File: src/rtl/dwbv_pkg.sv
`timescale 1ns / 1ps
// ----------------------------------------------------------------------------
// dwbv_pkg
// Shared constants and controller/datapath interface types for the bone vote.
// ----------------------------------------------------------------------------
package dwbv_pkg;

    localparam int BONE_COUNT = 256;
    localparam int BONE_W     = $clog2(BONE_COUNT);
    localparam int SLOTS      = 4;
    localparam int SLOT_W     = 2;
    localparam int SUM_WIDTH  = 40;
    localparam int COORD_W    = 32;
    localparam int RAD_W      = 31;
    localparam int WGT_W      = 16;
    localparam int CNT_W      = 8;
    localparam int ROOT_STEPS = 32;
    localparam int DIV_STEPS  = 17;

    localparam logic [2:0] CFG_QUERY_X = 3'd0;
    localparam logic [2:0] CFG_QUERY_Y = 3'd1;
    localparam logic [2:0] CFG_QUERY_Z = 3'd2;
    localparam logic [2:0] CFG_RADIUS  = 3'd3;
    localparam logic [2:0] CFG_MIN_WGT = 3'd4;

    typedef struct packed {
        logic              load_vert;
        logic              diff_load;
        logic              sq_en;
        logic              root_step;
        logic              div_init;
        logic              div_step;
        logic              f_zero;
        logic              slot_rd;
        logic              slot_wr;
        logic [SLOT_W-1:0] slot;
        logic              mem_clr;
        logic              scan_cmp;
        logic              scan_init;
        logic              out_load;
        logic [CNT_W-1:0]  cnt;
    } dwbv_cmd_t;

    typedef struct packed {
        logic far;
        logic d_ge_r;
        logic w_skip;
        logic last;
        logic out_busy;
    } dwbv_stat_t;

endpackage

File: src/rtl/dwbv_ctrl.sv
`timescale 1ns / 1ps
// ----------------------------------------------------------------------------
// dwbv_ctrl
// Sequencer for distance, falloff, slot updates, scan and clear.
// ----------------------------------------------------------------------------
module dwbv_ctrl (
    input  logic                 aclk,
    input  logic                 aresetn,
    input  logic                 s_valid,
    output logic                 s_ready,
    input  dwbv_pkg::dwbv_stat_t stat,
    output dwbv_pkg::dwbv_cmd_t  cmd
);
    import dwbv_pkg::*;

    localparam logic [3:0] S_CLR  = 4'd0;
    localparam logic [3:0] S_IDLE = 4'd1;
    localparam logic [3:0] S_DIFF = 4'd2;
    localparam logic [3:0] S_SQ   = 4'd3;
    localparam logic [3:0] S_ROOT = 4'd4;
    localparam logic [3:0] S_CHK  = 4'd5;
    localparam logic [3:0] S_DIV  = 4'd6;
    localparam logic [3:0] S_RD   = 4'd7;
    localparam logic [3:0] S_WR   = 4'd8;
    localparam logic [3:0] S_SCAN = 4'd9;
    localparam logic [3:0] S_TAIL = 4'd10;
    localparam logic [3:0] S_FIN  = 4'd11;

    logic [3:0]       state_reg, state_next;
    logic [CNT_W-1:0] cnt_reg, cnt_next;
    logic [SLOT_W-1:0] slot_reg, slot_next;

    assign s_ready = (state_reg == S_IDLE);

    always_comb begin
        logic slot_done;
        slot_done  = (slot_reg == SLOT_W'(SLOTS - 1));
        state_next = state_reg;
        cnt_next   = cnt_reg;
        slot_next  = slot_reg;
        cmd        = '0;
        cmd.cnt    = cnt_reg;
        cmd.slot   = slot_reg;
        unique case (state_reg)
            S_CLR: begin
                cmd.mem_clr = 1'b1;
                cnt_next    = cnt_reg + 1'b1;
                if (cnt_reg == CNT_W'(BONE_COUNT - 1)) begin
                    state_next = S_IDLE;
                end
            end
            S_IDLE: begin
                if (s_valid) begin
                    cmd.load_vert = 1'b1;
                    state_next    = S_DIFF;
                end
            end
            S_DIFF: begin
                cmd.diff_load = 1'b1;
                cnt_next      = '0;
                state_next    = S_SQ;
            end
            S_SQ: begin
                if (stat.far) begin
                    cmd.f_zero = 1'b1;
                    slot_next  = '0;
                    state_next = S_RD;
                end else begin
                    cmd.sq_en = 1'b1;
                    cnt_next  = cnt_reg + 1'b1;
                    if (cnt_reg == CNT_W'(2)) begin
                        cnt_next   = '0;
                        state_next = S_ROOT;
                    end
                end
            end
            S_ROOT: begin
                cmd.root_step = 1'b1;
                cnt_next      = cnt_reg + 1'b1;
                if (cnt_reg == CNT_W'(ROOT_STEPS - 1)) begin
                    state_next = S_CHK;
                end
            end
            S_CHK: begin
                slot_next = '0;
                cnt_next  = '0;
                if (stat.d_ge_r) begin
                    cmd.f_zero = 1'b1;
                    state_next = S_RD;
                end else begin
                    cmd.div_init = 1'b1;
                    state_next   = S_DIV;
                end
            end
            S_DIV: begin
                cmd.div_step = 1'b1;
                cnt_next     = cnt_reg + 1'b1;
                if (cnt_reg == CNT_W'(DIV_STEPS - 1)) begin
                    state_next = S_RD;
                end
            end
            S_RD: begin
                if (stat.w_skip) begin
                    slot_next = slot_reg + 1'b1;
                    if (slot_done) begin
                        cnt_next = '0;
                        if (stat.last) begin
                            cmd.scan_init = 1'b1;
                            state_next    = S_SCAN;
                        end else begin
                            state_next = S_IDLE;
                        end
                    end
                end else begin
                    cmd.slot_rd = 1'b1;
                    state_next  = S_WR;
                end
            end
            S_WR: begin
                cmd.slot_wr = 1'b1;
                slot_next   = slot_reg + 1'b1;
                state_next  = S_RD;
                if (slot_done) begin
                    cnt_next = '0;
                    if (stat.last) begin
                        cmd.scan_init = 1'b1;
                        state_next    = S_SCAN;
                    end else begin
                        state_next = S_IDLE;
                    end
                end
            end
            S_SCAN: begin
                cmd.mem_clr  = 1'b1;
                cmd.scan_cmp = 1'b1;
                cnt_next     = cnt_reg + 1'b1;
                if (cnt_reg == CNT_W'(BONE_COUNT - 1)) begin
                    state_next = S_TAIL;
                end
            end
            S_TAIL: begin
                state_next = S_FIN;
            end
            S_FIN: begin
                if (!stat.out_busy) begin
                    cmd.out_load = 1'b1;
                    state_next   = S_IDLE;
                end
            end
            default: begin
                state_next = S_IDLE;
            end
        endcase
    end

    always_ff @(posedge aclk) begin
        if (!aresetn) begin
            state_reg <= S_CLR;
            cnt_reg   <= '0;
            slot_reg  <= '0;
        end else begin
            state_reg <= state_next;
            cnt_reg   <= cnt_next;
            slot_reg  <= slot_next;
        end
    end

endmodule

File: config.mk
export PLATFORM = sky130hd
export DESIGN_NAME = dwbv_ctrl
export DESIGN_NICKNAME = d
export VERILOG_FILES = /design/src/rtl/dwbv_pkg.sv /design/src/rtl/dwbv_ctrl.sv
export SDC_FILE = /design/constraint.sdc
export NUM_CORES = 1
export LEC_CHECK = 0
export BUFFER_PORTS_ARGS = -buffer_cell sky130_fd_sc_hd__buf_2
export CORE_AREA = 2 2 51 53
export DETAILED_ROUTE_END_ITERATION = 6
export DIE_AREA = 0 0 53 55
export GPL_TIMING_DRIVEN = 0
export PLACE_DENSITY = 0.79
export SLEW_MARGIN = 0
export SYNTH_ARGS = -nofsm -noshare
export SYNTH_HDL_FRONTEND = slang
export SYNTH_SLANG_ARGS = --single-unit
File: constraint.sdc
create_clock -name aclk -period 4.5 [get_ports aclk]
set_input_delay 0.225 -clock aclk [delete_from_list [all_inputs] [get_ports aclk]]
set_output_delay 0.225 -clock aclk [all_outputs]
set_load 0.01 [all_outputs]
==> results of run 1 <==
[cell type report]
class | count | area share [%]
multi-input cells | 128 | 58.9
flip-flops and latches | 14 | 19.4
repair buffers | 31 | 10.7
plain buffers | 11 | 4.15
well taps | 30 | 2.59
clock buffers | 4 | 2.51
inverters | 7 | 1.82
[worst max-delay path: stages, from the launching register on]
cell and delay, ns:
dfxtp_1 0.42, clkbuf_1 0.34, nand4b_1 0.26, o21ai_0 0.36, and3_1 0.21, buf_2 0.13
[power groups by stage]
stage	sequential [mW]	clock (mW)	combinational, mW
4_1_cts	0.159	0.0990	0.378
2_1_floorplan	0.161	0	0.279
3_5_place_dp	0.162	0	0.375
3_3_place_gp	0.161	0	0.369
6_report	0.159	0.0984	0.380
5_1_grt	0.163	0.105	0.418
[per-stage QoR]
| step | setup slack [ns] | cells | hold WS (ns) | total power, mW |
|---|---|---|---|---|
| 6_report | 2.26 | 225 | 0.161 | 0.638 |
| 5_1_grt | 2.10 | 225 | 0.173 | 0.687 |
| 4_1_cts | 2.27 | 225 | 0.166 | 0.636 |
| 3_5_place_dp | 2.30 | 221 | 0.477 | 0.537 |
| 3_3_place_gp | 2.36 | 221 | 0.462 | 0.530 |
| 2_1_floorplan | 2.48 | 160 | 0.342 | 0.441 |
[worst paths after layout]
path / startpoint / to / slack (ns) / depth (start not counted)
max: state_reg[1] / cmd[9] / 2.26 / 5
min: aresetn / cnt_reg[6] / 0.16 / 2
max reg2reg: cnt_reg[1] / cnt_reg[5] / 2.31 / 7
min reg2reg: slot_reg[0] / slot_reg[0] / 0.51 / 2
[layer usage]
metal	vias up	routed length [um]	share of wire (%)	GRT usage, %
li1	670	-	-	-
met1	644	1510	45	33.7
met2	48	1620	48	44.4
met3	4	196	5.8	3.23
met4	0	37	1.1	10.3
met5	-	0	0	0
[cell families (layout without fill, tap and decap cells)]
kind of cell	count (synthesis)	count (layout)
AOI/OAI and AO/OA	44	44
xor gates and xnor gates	2	2
adders and majority gates	4	4
buffers and inverters	18	53
DFF	14	14
and+or+nand+nor	78	78
[cell usage in the layout (no fill, tap or decap), drive strengths merged, types with 2 or more instances in the layout]
master	Yosys	layout
a21oi	14	14
nand2	14	14
clkbuf	6	10
or3b	2	2
and3	4	4
or4	4	4
or2	4	4
o21a	2	2
a311oi	3	3
inv	7	7
ha	4	4
nand3	8	8
nor3	8	8
nor4	3	3
o21ai	6	6
or3	3	3
buf	5	36
nand2b	8	8
a2bb2oi	2	2
dfxtp	14	14
nand3b	2	2
and2	2	2
nor2b	2	2
a31oi	5	5
o32a	2	2
nor2	10	10
==> flow_metrics.py, run 1 <==
metrics = {
    "status": {
        "status": "finished, final reports clean",
    },
    "place": {
        "placed_cell_area_um2": 1410,
        "dpl.hpwl_um": 2450,
        "globalplace.congestion": 0.983,
        "io_buffers": 31,
    },
    "sta": {
        "rsz0062_at_grt": "false",
        "hold_violations": 0,
        "min_period_over_period_pct": 49.7,
        "setup_viol": 0,
        "tightest_slew_ns": 0.579,
        "min_period_ns": 2.24,
        "clock_skew_ns": 0.00487,
        "slew_headroom_pct": 61.3,
        "max_freq_mhz": 447,
        "slew_violations": 0,
        "tns_ns": 0,
    },
    "detailed_routing": {
        "wl_per_cell_um": 14.9,
        "drtIter0Drc": 48,
        "vias": 1366,
        "wl_um": 3360,
        "antenna_left": 0,
        "drc_errors": 0,
        "via_per_inst": 6.07,
        "first_pass_iters": 4,
    },
    "finish": {
        "regArea_um2": 280,
        "multiInputGateArea_um2": 852,
        "utilization_pct": 61.2,
        "area_growth_pct": 18.8,
        "diodes": 0,
        "nets": 208,
        "fin_area_um2": 1450,
        "drive_above_1_share_pct": 25.1,
        "largest_reg_flops": 8,
        "fillCellCount": 225,
    },
    "synth": {
        "syn_nets": 172,
        "synth_edf_count": 0,
        "syn-instance-count": 160,
        "synthAdderAreaFrac_pct": 4.11,
        "synth-compound-area-share_pct": 25.6,
        "synth-main-ff-cell": "dfxtp_1",
        "yosys-top-cells-count": "a21oi_1 (14), dfxtp_1 (14), nand2_1 (14), nor2_1 (10)",
        "synth.largest_area_cell": "dfxtp_1",
        "yosysWarnings": 0,
        "synth-xor-area-share_pct": 1.44,
        "synth_area_um2": 1220,
        "yosys.area_share.simple_pct": 38.8,
        "avgSynthCellArea_um2": 7.62,
        "ys_seq_area_share_pct": 23.0,
        "synth.distinct_cells": 50,
        "synthTopCellsByArea": "dfxtp_1 (23%), a21oi_1 (5.7%), nand2_1 (4.3%), ha_1 (4.1%), nand2b_1 (4.1%)",
        "ys_ff_latch": 14,
        "synth_largest_type_area_fraction_pct": 23.0,
        "synth_top_family_by_area": "simple AND/OR/NAND/NOR gates",
        "async_reset_ff_share_pct": 0,
        "synthMuxAreaShare_pct": 0,
    },
    "clock_tree": {
        "cts_max_path_buffers": 2,
        "cts_buffers": 3,
        "htree_levels": 1,
        "clkTransAtPathRegs_ns": 0.10,
        "cts_setup_buffers": 0,
        "hold_buffers": 0,
        "numClockSinks": 14,
        "cts_tree": "done",
        "cts_resized": 0,
        "clockRootBuffer": "clkbuf_4",
        "clock_latency_ns": 0.30,
    },
    "job": {
        "drv_cap": 0,
    },
    "floorplan": {
        "io_pins": 32,
        "initial_core_util_pct": 51.5,
        "die_y_um": 55,
        "coreArea_um2": 2360,
        "die_x_um": 53,
        "die-area_um2": 2920,
        "rows": 18,
    },
    "pwr": {
        "ir_drop_mv": 0.417,
        "seq_power_share_pct": 25.0,
        "powerDensity_nw_per_um2": 441,
        "comb_power_share_pct": 59.6,
        "power_switching_uw": 291,
        "power_frac_clock_pct": 15.4,
        "p_int_uw": 347,
        "p_leak_nw": 0.605,
        "p_sw_share_pct": 45.6,
    },
    "worst_setup_path": {
        "crit_path_start_kind": "register",
        "worstPathRequired_ns": 4.28,
        "critical_path_class": "reg2out",
        "cp-end-kind": "output port",
        "worst-path-max-fanout": 10,
        "crit_arrival_ns": 2.01,
    },
    "global_routing": {
        "grt_max_degree": 11,
        "grt_pass1_vias": 1130,
        "grt_pass1_wl_um": 5560,
        "overflow": 0,
        "track_usage_pct": 26.1,
        "antenna_found_initial": 0,
    },
    "worst_hold_path": {
        "hp-class": "in2reg",
    },
}
No activity file was read; power rests on OpenSTA's default activity.
==> run 2, diff against run 1 <==
- CORE_AREA: 2 2 51 53 -> 2 2 52 54
- DIE_AREA: 0 0 53 55 -> 0 0 54 56
- PLACE_DENSITY: 0.79 -> 0.76
- clock period: 4.5 -> 2.2 ns (I/O delays scaled with it)
==> run 2 against run 1 <==
  * Non-clock buffer count up 4
  * Critical path type is now reg2reg
  * Clock skew up 0.0030 ns
  * Worst setup slack worse by 2.2 ns
  * Critical path depth up 2
  * Global-route usage down 3.2 points
  * Total power up 120%
  * Cell area up 4.5%
  * Combinational power up 130%
  * Largest power group unchanged
==> flow_metrics.py, run 2 (synthesis results as in run 1) <==
metrics = {
    "sta": {
        "clock_skew_ns": 0.00787,
        "min_period_over_period_pct": 97.1,
        "slew_violations": 0,
        "max_freq_mhz": 468,
        "min_period_ns": 2.14,
        "tightest_slew_ns": 0.642,
        "setup_viol": 0,
        "tns_ns": 0,
        "hold_violations": 0,
        "slew_headroom_pct": 57.1,
    },
    "worst_setup_path": {
        "crit_path_start_kind": "register",
        "critical_path_class": "reg2reg",
        "crit_arrival_ns": 2.34,
        "worst-path-max-fanout": 7,
        "worstPathRequired_ns": 2.41,
        "cp-end-kind": "register",
    },
    "finish": {
        "largest_reg_flops": 8,
        "layout_commonest_cell": "buf_2",
        "diodes": 0,
        "fillCellCount": 242,
        "layout.cells.most_common_list": "buf_2 (34), nand2_1 (14), a21oi_1 (13), dfxtp_1 (12), nor2_1 (10)",
        "fin_area_um2": 1510,
        "drive_above_1_share_pct": 31.2,
        "instances_no_fill": 229,
        "nets": 212,
        "area_growth_pct": 24.1,
    },
    "status": {
        "status": "finished, final reports clean",
    },
    "clock_tree": {
        "cts_tree": "done",
        "clkTransAtPathRegs_ns": 0.08,
        "numClockSinks": 14,
        "cts_buffers": 3,
        "clockRootBuffer": "clkbuf_4",
        "cts_max_path_buffers": 2,
        "clock_latency_ns": 0.28,
        "htree_levels": 1,
    },
    "global_routing": {
        "grt_pass1_wl_um": 5360,
        "track_usage_pct": 22.9,
        "overflow": 0,
        "grt_max_degree": 11,
        "grt_pass1_vias": 1188,
        "antenna_found_initial": 0,
    },
    "pwr": {
        "power_switching_uw": 615,
        "p_leak_nw": 0.634,
        "power_frac_clock_pct": 13.2,
        "comb_power_share_pct": 63.1,
        "p_sw_share_pct": 44.3,
        "seq_power_share_pct": 23.7,
        "powerDensity_nw_per_um2": 918,
        "p_int_uw": 774,
        "p_total_mw": 1.39,
        "ir_drop_mv": 0.630,
    },
    "worst_hold_path": {
        "hp-class": "in2reg",
    },
    "detailed_routing": {
        "first_pass_iters": 4,
        "wl_per_cell_um": 15.0,
        "via_per_inst": 5.98,
        "vias": 1370,
        "antenna_left": 0,
        "wl_um": 3440,
        "drc_errors": 0,
        "drtIter0Drc": 36,
    },
    "place": {
        "io_buffers": 31,
        "dp_cells": 221,
        "placed_cell_area_um2": 1410,
        "globalplace.congestion": 0.903,
        "dpl.hpwl_um": 2520,
    },
    "floorplan": {
        "io_pins": 32,
        "coreArea_um2": 2430,
        "die_y_um": 56,
        "initial_core_util_pct": 50.1,
        "rows": 18,
        "die-area_um2": 3020,
        "die_x_um": 54,
    },
    "job": {
        "drv_cap": 0,
    },
}
-- run 2: per-layer routing --
layer  GRT usage [%]  part of all wire (%)  vias to the layer above
met4            5.71                  0.79                        0
met3            3.23                   5.9                        4
met5               0                     0                        -
li1                -                     -                      672
met1            29.2                    44                      646
met2            39.2                    50                       48
-- run 2: critical path, cell delays in order, from the launching register on --
cell	delay [ns]
dfxtp_1	0.31
clkbuf_1	0.26
nand2b_1	0.25
a31oi_1	0.30
nor4_4	0.11
buf_4	0.18
or4_4	0.51
a21oi_2	0.14
-- run 2: area by class of cell --
class / count / area [um^2] / area share [%]
inverters: 7 / 26.3 / 1.74
well taps: 30 / 37.5 / 2.48
repair buffers: 35 / 185 / 12.2
flip-flops and latches: 14 / 285 / 18.9
multi-input cells: 128 / 881 / 58.2
plain buffers: 11 / 61.3 / 4.05
clock buffers: 4 / 36.3 / 2.40
-- run 2: per-stage QoR --
stage	util [%]	hold slack [ns]	worst slack [ns]
2_1_floorplan	-	0.227	0.184
3_3_place_gp	58.0	0.355	0.0464
3_5_place_dp	58.0	0.361	-0.0487
4_1_cts	59.9	0.0752	0.0381
5_1_grt	62.2	0.0829	-0.0157
6_report	62.2	0.0724	0.0647
-- run 2: final timing paths --
| path | start | end | slack [ns] | cells past startpoint |
|---|---|---|---|---|
| worst max register to register | state_reg[0] | cnt_reg[5] | 0.06 | 7 |
| worst max-delay path | state_reg[0] | cnt_reg[5] | 0.06 | 7 |
| worst min register to register | slot_reg[0] | slot_reg[0] | 0.51 | 2 |
| worst min-delay path | aresetn | state_reg[1] | 0.07 | 2 |
-- run 2: power groups by stage --
stage	Sequential, mW	Combinational (mW)	Clock [mW]
global placement	0.328	0.746	0
CTS	0.323	0.794	0.189
global route	0.332	0.955	0.203
detailed placement	0.329	0.774	0
finish	0.329	0.877	0.184
floorplan	0.330	0.571	0
-- run 2: what timing repair did --
action	4_1_cts	5_1_grt
setup endpoints to repair	6	12
gates resized for setup	1	12
gates cloned	0	1
pin swaps	1	4
hold buffers	0	0
setup buffers	0	3
